==> src/rtl/core/lgg_ram.sv <==
`timescale 1ns / 1ps

module lgg_ram #(
    parameter int WIDTH = 64,
    parameter int DEPTH = 64
) (
    input  logic                     i_clk,
    input  logic                     i_we,
    input  logic [$clog2(DEPTH)-1:0] i_waddr,
    input  logic [WIDTH-1:0]         i_wdata,
    input  logic [$clog2(DEPTH)-1:0] i_raddr,
    output logic [WIDTH-1:0]         o_rdata
);

    logic [WIDTH-1:0] r_mem [DEPTH];
    logic [WIDTH-1:0] r_rdata;

    always_ff @(posedge i_clk) begin
        if (i_we) begin
            r_mem[i_waddr] <= i_wdata;
        end
        r_rdata <= r_mem[i_raddr];
    end

    assign o_rdata = r_rdata;

endmodule

==> config.mk <==
export PLATFORM = sky130hd
export DESIGN_NAME = lgg_ram
export DESIGN_NICKNAME = d
export VERILOG_FILES = /design/src/rtl/core/lgg_ram.sv
export SDC_FILE = /design/constraint.sdc
export NUM_CORES = 2
export LEC_CHECK = 0
export BUFFER_PORTS_ARGS = -buffer_cell sky130_fd_sc_hd__buf_2
export CORE_ASPECT_RATIO = 1.5
export CORE_UTILIZATION = 40
export CTS_CLUSTER_SIZE = 28
export DETAILED_ROUTE_END_ITERATION = 7
export HOLD_SLACK_MARGIN = 0.15
export SYNTH_ARGS = -nofsm -noshare
export SYNTH_HDL_FRONTEND = slang
export SYNTH_SLANG_ARGS = --single-unit
==> constraint.sdc <==
create_clock -name i_clk -period 18.4 [get_ports i_clk]
set_input_delay 3.68 -clock i_clk [delete_from_list [all_inputs] [get_ports i_clk]]
set_output_delay 3.68 -clock i_clk [all_outputs]
set_load 0.01 [all_outputs]
==> run metrics <==
Worst VDD drop=between 0.07 and 0.08 mV; RSZ-0062 raised after global routing=false; routed wire length per instance=36.4 µm; min-delay worst type=flip-flop to flip-flop; hpwl dp=approximately 230 mm; TritonCTS Buffers=between 300 and 400; net count after synthesis=6,676; PortBufs=141; Design Power=between 15 and 20 mW; Synth top area share=about 79%; commonest non-fill, non-tap cell in the layout=edfxtp_1; number of antenna-violating nets in the routed design=0; total grt overflow=0; Final #Nets=~7,000; global-route wire length before repair=619 mm; drt initial violations=roughly 9,400; TritonCTS clock tree=done; Clk Latency, worst-skew pair=950 ps; CP Launch Type=input pin; WP data required=about 19,000 ps; initial antenna violation count=47; die height=768 µm; # IOs=approximately 140; synthesized area=156,000 µm²; endpoints failing setup=0; vias=between 70,000 and 80,000; Max clock buf depth=4; cell area after placement=~160,000 µm²; Initial Utilization=a little over 40%; largest area contributor in the netlist=edfxtp_1; Root Driver=clkbuf_16; Via density=roughly 6; Hold Slack=approximately 840 ps; layout cells sized above 1=roughly 28%; CP Capture Type=flip-flop; final RePlAce weighted congestion=between 0.7 and 0.8; Max Clock Freq=about 0.13 GHz; sequential cell area fraction in the yosys report=79.5%; WL final=449 mm; TNS Setup=0 ps; Die ar.=393,000 µm²; Gate Count Post-Synth=roughly 6,600; Post-CTS Repair Setup Buffers=0; Critical Setup Path Class=input pin to flip-flop; area grow syn2layout=12.4%; status=complete, no violations; row cnt=280; CTS clk-pin slew, worst paths=roughly 60 ps; fin area=176,000 µm²; YS warnings=0; flops & latches, synth=around 4,200; Die W=about 510 µm; CTS Hold Bufs=0; leak pwr=approximately 54 nW; PwrDens=between 100 and 150 nW/µm²; CORE AREA=between 300,000 and 400,000 µm²; Max Cap Viol=0; minimum clock period=between 7000 and 8000 ps; gr usage total=22.6%; Synth area leaders=edfxtp_1 79%, mux4_2 15%, mux2i_1 0.86%; largest net degree at the start of global routing=between 100 and 150; Tcrit/Tclk final=between 40% and 50%; vias in the first global route=approximately 77,000; Post-CTS Resized=0; data arrival time of the worst path=around 8300 ps; Crit Path Max Fanout=~130; htree depth=5; Sinks on Clock Net=between 4,000 and 5,000; fin util=about 45%; DRC=0; Fin. Hold Viols=0; Yosys cell types=33; Max Transition Viols Final=0; most frequent cells in the layout=4,096 x edfxtp_1, 1,024 x mux4_2, 379 x clkbuf_16; Worst Max-Slew Pin Slew=1360 ps; first-pass detailed-route iteration total=6; normalized max-slew margin=a little under a tenth; clock skew=64.9 ps; Mean Syn Cell Area=approximately 24 µm²
-- per-stage QoR --
step / setup WS (ps) / instances
after floorplan: 9280 / 6598
after global placement: 9820 / 11600
after detailed placement: 9780 / 11600
after CTS: 10770 / 12300
after global routing: 10560 / 12300
final: 10860 / 12300
-- worst max-delay path, cell delays in order --
cell      delay, ps
buf_8           400
buf_4           900
buf_12          740
buf_4           880
mux4_2          600
or3_1           330
a41oi_1         350
a211oi_1         70
-- metal layers --
metal / vias up / track usage [%] / routed length [µm]
met1: 41700 / 28.9 / 167000
met3: 856 / 3.27 / 33500
met5: - / 0 / 86
li1: 29100 / - / -
met4: 14 / 8.33 / 18100
met2: 3594 / 39.1 / 230000
-- final cells by class --
type                    count  area [µm²]
clock inverters           199        1980
flip-flops and latches   4160      124000
clock buffers             477        9970
fillers                 32000      212000
well taps                5076        6350
inverters                  19        71.3
multi-input cells        2049       30800
repair buffers            334        2300
diodes                     20        50.0
-- registers in the layout, indices dropped and copies added (netlist names) --
signal   count
r_mem     4096
o_rdata     64
-- final timing paths --
check        slack [ps]  cells after the start          end          start
max               10860                      8  o_rdata[35]     i_raddr[1]
min reg2reg         840                      4   o_rdata[2]   r_mem[46][2]
max reg2reg       16100                      5  o_rdata[16]  r_mem[11][16]
min                 840                      4   o_rdata[2]   r_mem[46][2]
-- synth_stat cells (all sizes together) --
cell type,n
edfxtp,4096
mux4,1024
buf,230
a22oi,168
clkbuf,140
mux2i,135
nor2,112
a22o,88
o22ai,83
and3,64
dfxtp,64
a211oi,63
nand2,58
nand3,45
o221ai,38
or3,29
nor2b,28
or2,28
a41oi,26
a2bb2oi,19
inv,19
a31oi,18
nand2b,11
and2,3
nand3b,2
nand4,2
nor3,2
a31o,1
nand4b,1
or3b,1
-- cell families (layout without fill, tap and decap cells) --
family | Yosys count | count (layout) | synth area share, %
DFF | 4160 | 4160 | 79.5
muxes | 1159 | 1159 | 15.6
AOI/OAI and AO/OA | 504 | 504 | 2.48
buffers and inverters | 389 | 1029 | 1.18
and+or+nand+nor | 386 | 386 | 1.24
other | 0 | 20 | 0
-- power by group --
| group | internal, mW | total [mW] | switching, mW | leakage [nW] |
|---|---|---|---|---|
| clock | 4.33 | 7.80 | 3.47 | 5.85 |
| sequential | 10.5 | 10.5 | 0.0423 | 37.4 |
| combinational | 0.319 | 0.872 | 0.553 | 10.8 |
(Power assumes the default switching activity.)
