File: config.mk
export PLATFORM = sky130hd
export DESIGN_NAME = lgg_ctrl
export DESIGN_NICKNAME = d
export VERILOG_FILES = /design/src/rtl/core/lgg_pkg.sv /design/src/rtl/core/lgg_ctrl.sv
export SDC_FILE = /design/constraint.sdc
export NUM_CORES = 1
export LEC_CHECK = 0
export BUFFER_PORTS_ARGS = -buffer_cell sky130_fd_sc_hd__buf_2
export CORE_AREA = 10 10 47 49
export CTS_BUF_LIST = sky130_fd_sc_hd__clkbuf_8
export DETAILED_ROUTE_END_ITERATION = 10
export DIE_AREA = 0 0 57 59
export PLACE_DENSITY = 0.52
export SYNTH_ARGS = -nofsm -noshare
export SYNTH_HDL_FRONTEND = slang
export SYNTH_SLANG_ARGS = --single-unit
File: constraint.sdc
create_clock -name i_clk -period 1.25 [get_ports i_clk]
set_input_delay 0.125 -clock i_clk [delete_from_list [all_inputs] [get_ports i_clk]]
set_output_delay 0.125 -clock i_clk [all_outputs]
set_load 0.03 [all_outputs]
File: src/rtl/core/lgg_pkg.sv
`timescale 1ns / 1ps

package lgg_pkg;

    localparam logic [1:0] OP_SET  = 2'd0;
    localparam logic [1:0] OP_READ = 2'd1;
    localparam logic [1:0] OP_ADV  = 2'd2;

    localparam logic CFG_COLS = 1'b0;
    localparam logic CFG_ROWS = 1'b1;

    localparam int CFG_W = 7;

    typedef enum logic [2:0] {
        ST_CLEAR,
        ST_IDLE,
        ST_ACC_RD,
        ST_ACC_FIN,
        ST_ADV_LOAD,
        ST_ADV_FIRST,
        ST_ADV_STEP,
        ST_DONE
    } t_state;

    typedef struct packed {
        logic take;
        logic clr;
        logic acc_rd;
        logic acc_fin;
        logic adv_start;
        logic adv_first;
        logic adv_step;
        logic load_out;
    } t_cmd;

    typedef struct packed {
        logic clr_last;
        logic rows_zero;
        logic adv_last;
        logic out_free;
    } t_sts;

endpackage

File: src/rtl/core/lgg_ctrl.sv
`timescale 1ns / 1ps

module lgg_ctrl (
    input  logic              i_clk,
    input  logic              i_rst_n,
    input  logic              i_valid,
    input  logic [1:0]        i_opcode,
    output logic              o_stall,
    input  lgg_pkg::t_sts     i_sts,
    output lgg_pkg::t_cmd     o_cmd
);

    lgg_pkg::t_state r_state;
    lgg_pkg::t_state n_state;

    always_ff @(posedge i_clk) begin
        if (!i_rst_n) begin
            r_state <= lgg_pkg::ST_CLEAR;
        end else begin
            r_state <= n_state;
        end
    end

    always_comb begin
        n_state = r_state;
        o_cmd   = '0;
        o_stall = 1'b1;
        unique case (r_state)
            lgg_pkg::ST_CLEAR: begin
                o_cmd.clr = 1'b1;
                if (i_sts.clr_last) begin
                    n_state = lgg_pkg::ST_IDLE;
                end
            end
            lgg_pkg::ST_IDLE: begin
                o_stall = 1'b0;
                if (i_valid) begin
                    o_cmd.take = 1'b1;
                    unique case (i_opcode)
                        lgg_pkg::OP_SET,
                        lgg_pkg::OP_READ: n_state = lgg_pkg::ST_ACC_RD;
                        lgg_pkg::OP_ADV: begin
                            n_state = i_sts.rows_zero ? lgg_pkg::ST_DONE
                                                      : lgg_pkg::ST_ADV_LOAD;
                        end
                        default: n_state = lgg_pkg::ST_DONE;
                    endcase
                end
            end
            lgg_pkg::ST_ACC_RD: begin
                o_cmd.acc_rd = 1'b1;
                n_state      = lgg_pkg::ST_ACC_FIN;
            end
            lgg_pkg::ST_ACC_FIN: begin
                o_cmd.acc_fin = 1'b1;
                n_state       = lgg_pkg::ST_DONE;
            end
            lgg_pkg::ST_ADV_LOAD: begin
                o_cmd.adv_start = 1'b1;
                n_state         = lgg_pkg::ST_ADV_FIRST;
            end
            lgg_pkg::ST_ADV_FIRST: begin
                o_cmd.adv_first = 1'b1;
                n_state         = lgg_pkg::ST_ADV_STEP;
            end
            lgg_pkg::ST_ADV_STEP: begin
                o_cmd.adv_step = 1'b1;
                if (i_sts.adv_last) begin
                    n_state = lgg_pkg::ST_DONE;
                end
            end
            lgg_pkg::ST_DONE: begin
                if (i_sts.out_free) begin
                    o_cmd.load_out = 1'b1;
                    n_state        = lgg_pkg::ST_IDLE;
                end
            end
            default: n_state = lgg_pkg::ST_IDLE;
        endcase
    end

`ifndef NO_ASSERTIONS
    a_accept_leaves_idle: assert property (@(posedge i_clk) disable iff (!i_rst_n)
        (r_state == lgg_pkg::ST_IDLE) && i_valid |=> (r_state != lgg_pkg::ST_IDLE))
        else $error("accepted item did not start work");

    a_adv_stays: assert property (@(posedge i_clk) disable iff (!i_rst_n)
        (r_state == lgg_pkg::ST_ADV_STEP) && !i_sts.adv_last
        |=> (r_state == lgg_pkg::ST_ADV_STEP))
        else $error("advance left before last row");
`endif

endmodule

==> flow_summary_export.csv <==
group,metric,value,unit
run_status,status,"finished clean",
floorplan,start_util,17.23,%
place,dp_cells,65,
synthesis,synth_top_area_share,24.87,%
worst_setup_path,crit_start,"r_state[2]$_SDFFE_PN0P_",
finish,layout-drive-gt1-share,60.00,%
timing,rsz0062_at_grt,"no",
finish,final_cells,71,
worst_setup_path,cp_max_fo,3,
job,maxCapViolations,0,
worst_setup_path,startpoint_type,"flip-flop",
timing,skew,0.001177,ns
place,io_buffers,17,
global_route,grt_max_degree,13,
synthesis,synthCells,33,
finish,final_common_cell,"buf_2",
worst_setup_path,worstReg2RegStart,"r_state[2]$_SDFFE_PN0P_",
place,dpl-instance-area,362.8,um^2
power_and_ir_drop,p_total,594.4,uW
finish,finish.utilization,32.77,%
timing,worst_pin_slew,0.2992,ns
detailed_routing,drt-total-wl,999,um
detailed_routing,drtAntennaViolNets,0,
clock_tree,insertion_delay,0.22,ns
clock_tree,cts_inserted_buffers,3,
synthesis,synth.distinct_cells,19,
clock_tree,cts_hold_buf,0,
worst_setup_path,cp.buffers_inverters,0,
finish,antennaDiodeCount,0,
worst_setup_path,critPathMaxStageDelay,0.52,ns
global_route,antenna_found_initial,0,
finish,final_area,459.2,um^2
power_and_ir_drop,p_per_area,1294,nW/um^2
synthesis,syn_nets,42,
place,pre_cts_slack,0.08223,ns
worst_hold_path,min_from,"i_rst_n",
timing,setup_violations,0,
clock_tree,path_clk_slew,0.03,ns
global_route,overflow,0,
detailed_routing,via_per_inst,4.732,
global_route,grt_pass1_vias,304,
worst_setup_path,critical_path_class,"reg2reg",
synthesis,async_reset_ff_share,0,%
timing,finalSetupTns,0,ns
clock_tree,clock-sinks,3,
synthesis,netlist_area,241.5,um^2
clock_tree,ctsHtreeMaxLevel,1,
worst_setup_path,critPathTopFamily,"simple AND/OR/NAND/NOR gates",
timing,holdWs,0.1558,ns
synthesis,synth_area_leader_cell,"dfxtp_1",
floorplan,die_h,59,um
synthesis,synth_edf_count,0,
synthesis,syn_area_per_cell,7.318,um^2
finish,area_growth,90.15,%
detailed_routing,avgRoutedWirePerCell,14.07,um
finish,largest-register,"r_state",
floorplan,boundaryPins,18,
detailed_routing,drtIter0Drc,13,
timing,finalHoldViolCount,0,
timing,fin_crit_sh,95.54,%
synthesis,synth.area.top_cells,"dfxtp_1 (25%), nor2_1 (7.8%), nor3_1 (6.2%)",
detailed_routing,post-route-drc-count,0,
clock_tree,clock_path_buffers,2,
synthesis,yosys_register_bits,3,
clock_tree,cts_tree,"done",
worst_setup_path,crit_arrival,1.29,ns
finish,biggestRegsByFlops,"r_state (3)",
finish,largest_reg_flops,3,
global_route,grt_pass1_wl,1483,um
worst_setup_path,slowest_stage,"or4b_1",
finish,layout.nets,65,
timing,drv_slew,0,
detailed_routing,dr.pass1.iters,4,
synthesis,yosysSeqAreaShare,24.87,%
synthesis,yosys_warnings,0,
timing,max_freq,837.4,MHz
power_and_ir_drop,ir_drop,348.2,uV
worst_setup_path,crit_chain,"or4b_1 -> a21oi_1 -> a211oi_1",
timing,relSlewSlack,79.79,%
worst_setup_path,critPathCaptureType,"flip-flop",
floorplan,core,1401,um^2
detailed_routing,vias,336,
worst_hold_path,hp-class,"in2reg",
finish,mostFrequentLayoutCells,"buf_2 (13), buf_4 (5), nor2_1 (4), nand2_1 (3), clkbuf_8 (3)",
timing,fin_ws,0.05577,ns
place,place.gp.congestion,0.6602,
place,hpwl,689.1,um
global_route,grtUsageTotal,5.936,%
floorplan,die_area,3363,um^2
worst_setup_path,cp.required,1.35,ns
synthesis,synth_ff_type,"dfxtp_1",
timing,period_needed,1.194,ns
floorplan,rows,14,
floorplan,die_w,57,um
power_and_ir_drop,p_leak,0.2348,nW
clock_tree,clock-root-buffer,"clkbuf_8",
[Yosys cell counts (all sizes together), types with 2 or more instances]
cell type	count
nand2b	2
nor2	5
buf	2
nor3	3
nand2	3
nor3b	2
dfxtp	3
a21oi	2
[tightest hold or removal path, cell delays in order]
cell     delay [ns]
buf_2          0.11
o41ai_1        0.06
nor3_1         0.04
[layer usage]
layer / up-vias / track usage, % / wire, um / share of wire [%]
met5: - / 0 / 0 / 0
met4: 0 / 6.040 / 23 / 2.3
li1: 164 / - / - / -
met3: 4 / 4.292 / 108 / 11
met1: 151 / 5.981 / 425 / 43
met2: 17 / 7.597 / 441 / 44
[report_power, final]
group | total (mW) | internal, mW | switching [mW]
clock | 0.278 | 0.209 | 0.0686
sequential | 0.134 | 0.109 | 0.0253
combinational | 0.182 | 0.0800 | 0.102
total | 0.594 | 0.398 | 0.196
[path summary, 6_finish.rpt]
check,end,slack [ns],depth (start not counted)
max,r_state[1]$_SDFFE_PN0P_,0.06,3
min,r_state[0]$_SDFFE_PN0P_,0.16,3
max reg2reg,r_state[1]$_SDFFE_PN0P_,0.06,3
min reg2reg,r_state[1]$_SDFFE_PN0P_,0.63,2
[logic make-up (layout without fill, tap and decap cells)]
group / after synthesis / count (layout) / synth area share (%)
simple gates: 20 / 20 / 46.63
compound gates: 6 / 6 / 18.66
flops: 3 / 3 / 24.87
buf+inv: 3 / 25 / 5.698
mux: 1 / 1 / 4.145
[final cells by class]
class / count / area [um^2]
Timing Repair Buffer: 21 / 132.6
Clock inverter: 1 / 3.754
Tap cell: 16 / 20.02
Multi-Input combinational cell: 27 / 192.7
Fill cell: 161 / 942.2
Sequential cell: 3 / 68.82
Clock buffer: 3 / 41.29
[timing repair]
| action | 4_1_cts | 5_1_grt |
|---|---|---|
| setup endpoints to repair | 8 | 6 |
| gates cloned | 0 | 1 |
| resized for setup | 6 | 11 |
| buffers inserted | 0 | 1 |
Note: power is estimated with default switching activity, not from simulation.
