### src/rtl/core/lgg_pkg.sv
`timescale 1ns / 1ps

package lgg_pkg;

    localparam logic [1:0] OP_SET  = 2'd0;
    localparam logic [1:0] OP_READ = 2'd1;
    localparam logic [1:0] OP_ADV  = 2'd2;

    localparam logic CFG_COLS = 1'b0;
    localparam logic CFG_ROWS = 1'b1;

    localparam int CFG_W = 7;

    typedef enum logic [2:0] {
        ST_CLEAR,
        ST_IDLE,
        ST_ACC_RD,
        ST_ACC_FIN,
        ST_ADV_LOAD,
        ST_ADV_FIRST,
        ST_ADV_STEP,
        ST_DONE
    } t_state;

    typedef struct packed {
        logic take;
        logic clr;
        logic acc_rd;
        logic acc_fin;
        logic adv_start;
        logic adv_first;
        logic adv_step;
        logic load_out;
    } t_cmd;

    typedef struct packed {
        logic clr_last;
        logic rows_zero;
        logic adv_last;
        logic out_free;
    } t_sts;

endpackage

### src/rtl/core/lgg_dpath.sv
`timescale 1ns / 1ps

module lgg_dpath #(
    parameter int GRID_SIZE = 64
) (
    input  logic                         i_clk,
    input  logic                         i_rst_n,
    input  lgg_pkg::t_cmd                i_cmd,
    output lgg_pkg::t_sts                o_sts,
    input  logic [1:0]                   i_opcode,
    input  logic [5:0]                   i_row,
    input  logic [5:0]                   i_column,
    input  logic                         i_alive,
    input  logic                         i_cfg_we,
    input  logic                         i_cfg_idx,
    input  logic [lgg_pkg::CFG_W-1:0]    i_cfg_data,
    input  logic                         i_stall,
    output logic                         o_valid,
    output logic                         o_alive_out,
    output logic                         o_out_of_range,
    output logic                         o_ram_we,
    output logic [$clog2(GRID_SIZE)-1:0] o_ram_waddr,
    output logic [GRID_SIZE-1:0]         o_ram_wdata,
    output logic [$clog2(GRID_SIZE)-1:0] o_ram_raddr,
    input  logic [GRID_SIZE-1:0]         i_ram_rdata
);

    localparam int IDX_W = $clog2(GRID_SIZE);
    localparam int CW    = (IDX_W + 1 > lgg_pkg::CFG_W) ? IDX_W + 1 : lgg_pkg::CFG_W;

    logic [lgg_pkg::CFG_W-1:0] r_cols;
    logic [lgg_pkg::CFG_W-1:0] r_rows;
    logic [1:0]                r_op;
    logic [5:0]                r_row;
    logic [5:0]                r_col;
    logic                      r_alive;
    logic                      r_res_alive;
    logic                      r_res_oor;
    logic [CW-1:0]             r_cnt;
    logic [GRID_SIZE-1:0]      r_above;
    logic [GRID_SIZE-1:0]      r_mid;
    logic                      r_out_valid;
    logic                      r_out_alive;
    logic                      r_out_oor;

    logic [CW-1:0]        nr;
    logic [CW-1:0]        nc;
    logic                 in_bad;
    logic [IDX_W-1:0]     col_idx;
    logic [GRID_SIZE-1:0] col_mask;
    logic [GRID_SIZE-1:0] below;
    logic [GRID_SIZE-1:0] ma;
    logic [GRID_SIZE-1:0] mb;
    logic [GRID_SIZE-1:0] mc;
    logic [GRID_SIZE-1:0] rule_row;
    logic [GRID_SIZE-1:0] next_row;
    logic [GRID_SIZE-1:0] set_word;
    logic [3:0]           nbr [GRID_SIZE];

    // active size, saturated at the grid size
    assign nr = (CW'(r_rows) > CW'(GRID_SIZE)) ? CW'(GRID_SIZE) : CW'(r_rows);
    assign nc = (CW'(r_cols) > CW'(GRID_SIZE)) ? CW'(GRID_SIZE) : CW'(r_cols);

    assign in_bad  = (CW'(i_row) >= nr) || (CW'(i_column) >= nc);
    assign col_idx = IDX_W'(r_col);

    always_comb begin
        for (int j = 0; j < GRID_SIZE; j++) begin
            col_mask[j] = (CW'(j) < nc);
        end
    end

    // old row below the current one, dead past the active rows
    assign below = ((r_cnt + CW'(1)) < nr) ? i_ram_rdata : '0;
    assign ma    = r_above & col_mask;
    assign mb    = r_mid & col_mask;
    assign mc    = below & col_mask;

    always_comb begin
        for (int j = 0; j < GRID_SIZE; j++) begin
            nbr[j] = 4'((ma << 1) >> j & GRID_SIZE'(1))
                   + 4'(ma >> j & GRID_SIZE'(1))
                   + 4'((ma >> 1) >> j & GRID_SIZE'(1))
                   + 4'((mb << 1) >> j & GRID_SIZE'(1))
                   + 4'((mb >> 1) >> j & GRID_SIZE'(1))
                   + 4'((mc << 1) >> j & GRID_SIZE'(1))
                   + 4'(mc >> j & GRID_SIZE'(1))
                   + 4'((mc >> 1) >> j & GRID_SIZE'(1));
            rule_row[j] = (nbr[j] == 4'd3) || ((nbr[j] == 4'd2) && mb[j]);
        end
    end

    assign next_row = (rule_row & col_mask) | (r_mid & ~col_mask);

    always_comb begin
        set_word          = i_ram_rdata;
        set_word[col_idx] = r_alive;
    end

    always_comb begin
        o_ram_we    = 1'b0;
        o_ram_waddr = IDX_W'(r_row);
        o_ram_wdata = set_word;
        priority if (i_cmd.clr) begin
            o_ram_we    = 1'b1;
            o_ram_waddr = IDX_W'(r_cnt);
            o_ram_wdata = '0;
        end else if (i_cmd.adv_step) begin
            o_ram_we    = 1'b1;
            o_ram_waddr = IDX_W'(r_cnt);
            o_ram_wdata = next_row;
        end else if (i_cmd.acc_fin) begin
            o_ram_we = (r_op == lgg_pkg::OP_SET) && !r_res_oor;
        end
    end

    always_comb begin
        o_ram_raddr = '0;
        priority if (i_cmd.acc_rd) begin
            o_ram_raddr = IDX_W'(r_row);
        end else if (i_cmd.adv_first) begin
            o_ram_raddr = IDX_W'(1);
        end else if (i_cmd.adv_step) begin
            o_ram_raddr = IDX_W'(r_cnt + CW'(2));
        end
    end

    always_ff @(posedge i_clk) begin
        if (!i_rst_n) begin
            r_cols      <= lgg_pkg::CFG_W'(64);
            r_rows      <= lgg_pkg::CFG_W'(64);
            r_cnt       <= '0;
            r_out_valid <= 1'b0;
        end else begin
            if (i_cfg_we) begin
                unique case (i_cfg_idx)
                    lgg_pkg::CFG_COLS: r_cols <= i_cfg_data;
                    lgg_pkg::CFG_ROWS: r_rows <= i_cfg_data;
                    default: ;
                endcase
            end
            if (i_cmd.clr || i_cmd.adv_step) begin
                r_cnt <= r_cnt + CW'(1);
            end else if (i_cmd.adv_start) begin
                r_cnt <= '0;
            end
            if (i_cmd.load_out) begin
                r_out_valid <= 1'b1;
            end else if (!i_stall) begin
                r_out_valid <= 1'b0;
            end
        end
    end

    always_ff @(posedge i_clk) begin
        if (i_cmd.take) begin
            r_op        <= i_opcode;
            r_row       <= i_row;
            r_col       <= i_column;
            r_alive     <= i_alive;
            r_res_alive <= 1'b0;
            r_res_oor   <= in_bad && ((i_opcode == lgg_pkg::OP_SET) ||
                                      (i_opcode == lgg_pkg::OP_READ));
        end
        if (i_cmd.acc_fin) begin
            r_res_alive <= (r_op == lgg_pkg::OP_READ) && !r_res_oor
                           && i_ram_rdata[col_idx];
        end
        if (i_cmd.adv_first) begin
            r_above <= '0;
            r_mid   <= i_ram_rdata;
        end else if (i_cmd.adv_step) begin
            r_above <= r_mid;
            r_mid   <= below;
        end
        if (i_cmd.load_out) begin
            r_out_alive <= r_res_alive;
            r_out_oor   <= r_res_oor;
        end
    end

    assign o_sts.clr_last  = (r_cnt == CW'(GRID_SIZE - 1));
    assign o_sts.rows_zero = (nr == '0);
    assign o_sts.adv_last  = ((r_cnt + CW'(1)) == nr);
    assign o_sts.out_free  = !r_out_valid || !i_stall;

    assign o_valid        = r_out_valid;
    assign o_alive_out    = r_out_alive;
    assign o_out_of_range = r_out_oor;

`ifndef NO_ASSERTIONS
    a_adv_row_count: assert property (@(posedge i_clk) disable iff (!i_rst_n)
        i_cmd.adv_step && $past(i_cmd.adv_step) |-> (r_cnt == $past(r_cnt) + CW'(1)))
        else $error("advance skipped a row");

    a_clear_writes_zero: assert property (@(posedge i_clk) disable iff (!i_rst_n)
        i_cmd.clr |-> (o_ram_we && (o_ram_wdata == '0)))
        else $error("clear pass wrote live cells");

    a_result_consistent: assert property (@(posedge i_clk) disable iff (!i_rst_n)
        o_valid |-> !(o_alive_out && o_out_of_range))
        else $error("out of range result carries a live cell");
`endif

endmodule

### config.mk
export PLATFORM = sky130hd
export DESIGN_NAME = lgg_dpath
export DESIGN_NICKNAME = d
export VERILOG_FILES = /design/src/rtl/core/lgg_pkg.sv /design/src/rtl/core/lgg_dpath.sv
export SDC_FILE = /design/constraint.sdc
export NUM_CORES = 1
export LEC_CHECK = 0
export BUFFER_PORTS_ARGS = -buffer_cell sky130_fd_sc_hd__buf_2
export CAP_MARGIN = 25
export CELL_PAD_IN_SITES_DETAIL_PLACEMENT = 1
export CELL_PAD_IN_SITES_GLOBAL_PLACEMENT = 2
export CORE_AREA = 4 4 216 271
export DETAILED_ROUTE_END_ITERATION = 10
export DIE_AREA = 0 0 220 275
export PLACE_DENSITY = 0.87
export SLEW_MARGIN = 20
export SYNTH_ARGS = -nofsm -noshare
export SYNTH_HDL_FRONTEND = slang
export SYNTH_SLANG_ARGS = --single-unit
### constraint.sdc
create_clock -name i_clk -period 8.1 [get_ports i_clk]
set_clock_uncertainty 0.15 [all_clocks]
set_input_delay 1.62 -clock i_clk [delete_from_list [all_inputs] [get_ports i_clk]]
set_output_delay 1.62 -clock i_clk [all_outputs]
set_load 0.01 [all_outputs]
==> results_dict.tcl <==
set metrics [dict create \
    status "finished clean" \
    crit_path_end_kind "primary output" \
    synth_area_leader_cell "fa_1" \
    hold_viol_final 0 \
    r2r_start "r_cnt[0]" \
    drt_iter0_drc 1181 \
    num_rows 97 \
    synth_area_um2 21600 \
    final_antenna_net_count 0 \
    wire_per_inst_um 23.8 \
    drc 0 \
    cts_buffers 17 \
    crit_fanout 9 \
    cts_tree "built" \
    syn_inst 2400 \
    gr-total-overflow 0 \
    crit_type "reg -> out" \
    hold_end "o_alive_out" \
    hpwl_um 61000 \
    synth-edff-count 83 \
    synthMostInstantiatedCell "inv_1" \
    instances_no_fill 3296 \
    ys_seq_area_share_pct 19.5 \
    place_congestion 0.896 \
    antenna_found_initial 2 \
    worstRegToRegCells 12 \
    ir_drop_v 0.000174 \
    synth-main-ff-cell "dfxtp_1" \
    synth_fp_nets 2961 \
    fp.dieH_um 275 \
    grt_max_degree 65 \
    io_buffers 182 \
    core_area_um2 55800 \
    regToRegEndpoint "r_mid[9]" \
    io_pins 183 \
    start_util_pct 38.8 \
    die_x_um 220 \
    grt_setup_unrepaired "yes" \
    period_share_pct 96.9 \
    r2r_slack_ns 4.47 \
    cts.clk_slew.worst_paths_ns 0.08 \
    total_leakage_power_nw 11.9 \
    critPathRequiredTime_ns 6.33 \
    worst_pin_slew_ns 1.10 \
    fmax_ghz 0.127 \
    utilization_pct 43.0 \
    synth_area_leaders "fa_1, ha_1, edfxtp_1" \
    drt-pass1-iter-count 5 \
    cp_num_buf_inv 4 \
    whs_path_depth 0 \
    final_area_um2 24000 \
    synth_seq_cells 169 \
    dp_cells 3262 \
    critPathTopFamily "adder cells" \
    min-delay-start "r_res_alive" \
    dpl_cell_area_um2 23300 \
    async_flop_share_pct 0 \
    num-nets-final 3101 \
    critPathLaunchType "flip-flop" \
    syn-mean-instance-area_um2 9.02 \
    fin_crit_ns 7.85 \
    drt_wl_total_um 78500 \
    slew_viol_final 0 \
    ctsHoldBuffers 0 \
    maxSlewHeadroom_pct 26.8 \
    worstPathArrival_ns 6.08 \
    cts.sinks 169 \
    clk_latency_ns 0.48 \
    crit_chain "ha_1 > and3_2 > xor2_1 > ha_1 > a21o_1 > a21oi_1 > nor2b_1 > nor3_4 > buf_12 > buf_6 > and3_1 > fa_1 > fa_1 > fa_1 > inv_1 > fa_1 > a2111oi_1 > a21oi_1 > o21ai_0 > nand2_1 > o22ai_1 > buf_2" \
    synth_common_cells "inv_1, fa_1, nand2_1" \
    cts_root_buf "clkbuf_16" \
    grt_pass1_wl_um 120000 \
    clock_path_buffers 2 \
    worstHoldPathType "reg -> reg" \
    power_mw 4.52 \
    tns_ns 0 \
    vias_per_cell 5.66 \
    cp_slowest_stage_delay_ns 0.53 \
    power_per_cell_area_nw_per_um2 188 \
    grt_pass1_vias 20800 \
    ys_warn_count 0 \
    grtUsageTotal_pct 26.1 \
    vias 18700 \
    cp_slowest_cell "fa_1" \
    die-area_um2 60500 \
    final_layout_size_suffix_gt1_share_pct 12.3 \
    finalSetupViolCount 0 \
    cpMostUsedCell "fa_1" \
    synth.distinct_cells 78 \
    yosysTopAreaCellShare_pct 23.1 \
    cap_violations 0 \
    syn_to_final_growth_pct 11.0 \
    h-tree-depth 4 \
]
-- power breakdown --
part	leakage, nW	total (mW)	internal, mW	switching (mW)
sequential	1.56	1.03	0.967	0.0631
clock	0.289	0.905	0.479	0.426
combinational	10.0	2.58	1.06	1.52
-- worst max path at each step --
stage                     cells after the start         endpoint  slack (ns)     start
after floorplan                              23  o_ram_wdata[48]        1.00  r_cnt[0]
after global placement                       23  o_ram_wdata[43]        0.73  r_cnt[0]
after detailed placement                     22  o_ram_wdata[48]        0.56  r_cnt[0]
after CTS                                    22  o_ram_wdata[48]      0.0007  r_cnt[0]
after global routing                         22  o_ram_wdata[61]       -0.08  r_cnt[0]
final                                        22  o_ram_wdata[61]        0.25  r_cnt[0]
-- logic make-up after synthesis --
family | Yosys count | synth area share, %
AO/OA/AOI/OAI | 406 | 11.8
XOR/XNOR | 10 | 0.405
buffers and inverters | 480 | 8.75
adder cells (fa/ha/maj) | 462 | 35.4
AND/OR/NAND/NOR | 706 | 16.0
flip-flops | 169 | 19.5
multiplexers | 167 | 8.21
-- state kept, by name (all words and copies together), names as in the netlist, 2 cells and up --
signal   count
r_above     64
r_mid       64
r_cnt        7
r_cols       7
r_rows       7
col_idx      6
r_row        6
r_op         2
-- through the flow --
step / worst slack [ns] / hold slack [ns]
2_1_floorplan: 1.00 / 0.250
3_3_place_gp: 0.731 / 0.267
3_5_place_dp: 0.563 / 0.260
4_1_cts: 0.000676 / 0.278
5_1_grt: -0.0805 / 0.282
6_report: 0.249 / 0.283
-- layout make-up --
cell class | instances | area (µm²)
Antenna cell | 1 | 2.50
Clock buffer | 18 | 450
Clock inverter | 14 | 158
Fill cell | 6578 | 31800
Inverter | 389 | 1460
Multi-Input combinational cell | 1751 | 15600
Sequential cell | 169 | 4220
Tap cell | 742 | 928
Timing Repair Buffer | 212 | 1170
-- cell usage in the layout, fill, tap and decap left out, drive strengths merged, types with 18 or more instances in the layout --
cell	count
nor2b	46
nand2	245
o22ai	19
a21oi	129
and3	36
o21ai	109
clkbuf	18
dfxtp	86
o32ai	41
ha	212
inv	394
mux2i	155
and2	86
nor3	24
a21boi	32
edfxtp	83
nor2	132
fa	250
a21o	19
nand3	89
buf	212
-- repair_timing --
item                       in CTS  in global routing
setup endpoints to repair       0                 42
buffers inserted                0                  1
gates resized for setup         0                 26
-- per-layer routing --
layer,GRT usage [%],wire [µm],vias up
met3,3.37,3740,206
met5,0,0,-
met4,12.2,4090,0
met2,46.4,39500,591
li1,-,-,8309
met1,31.1,31200,9551
No activity file was read; power rests on OpenSTA's default activity.
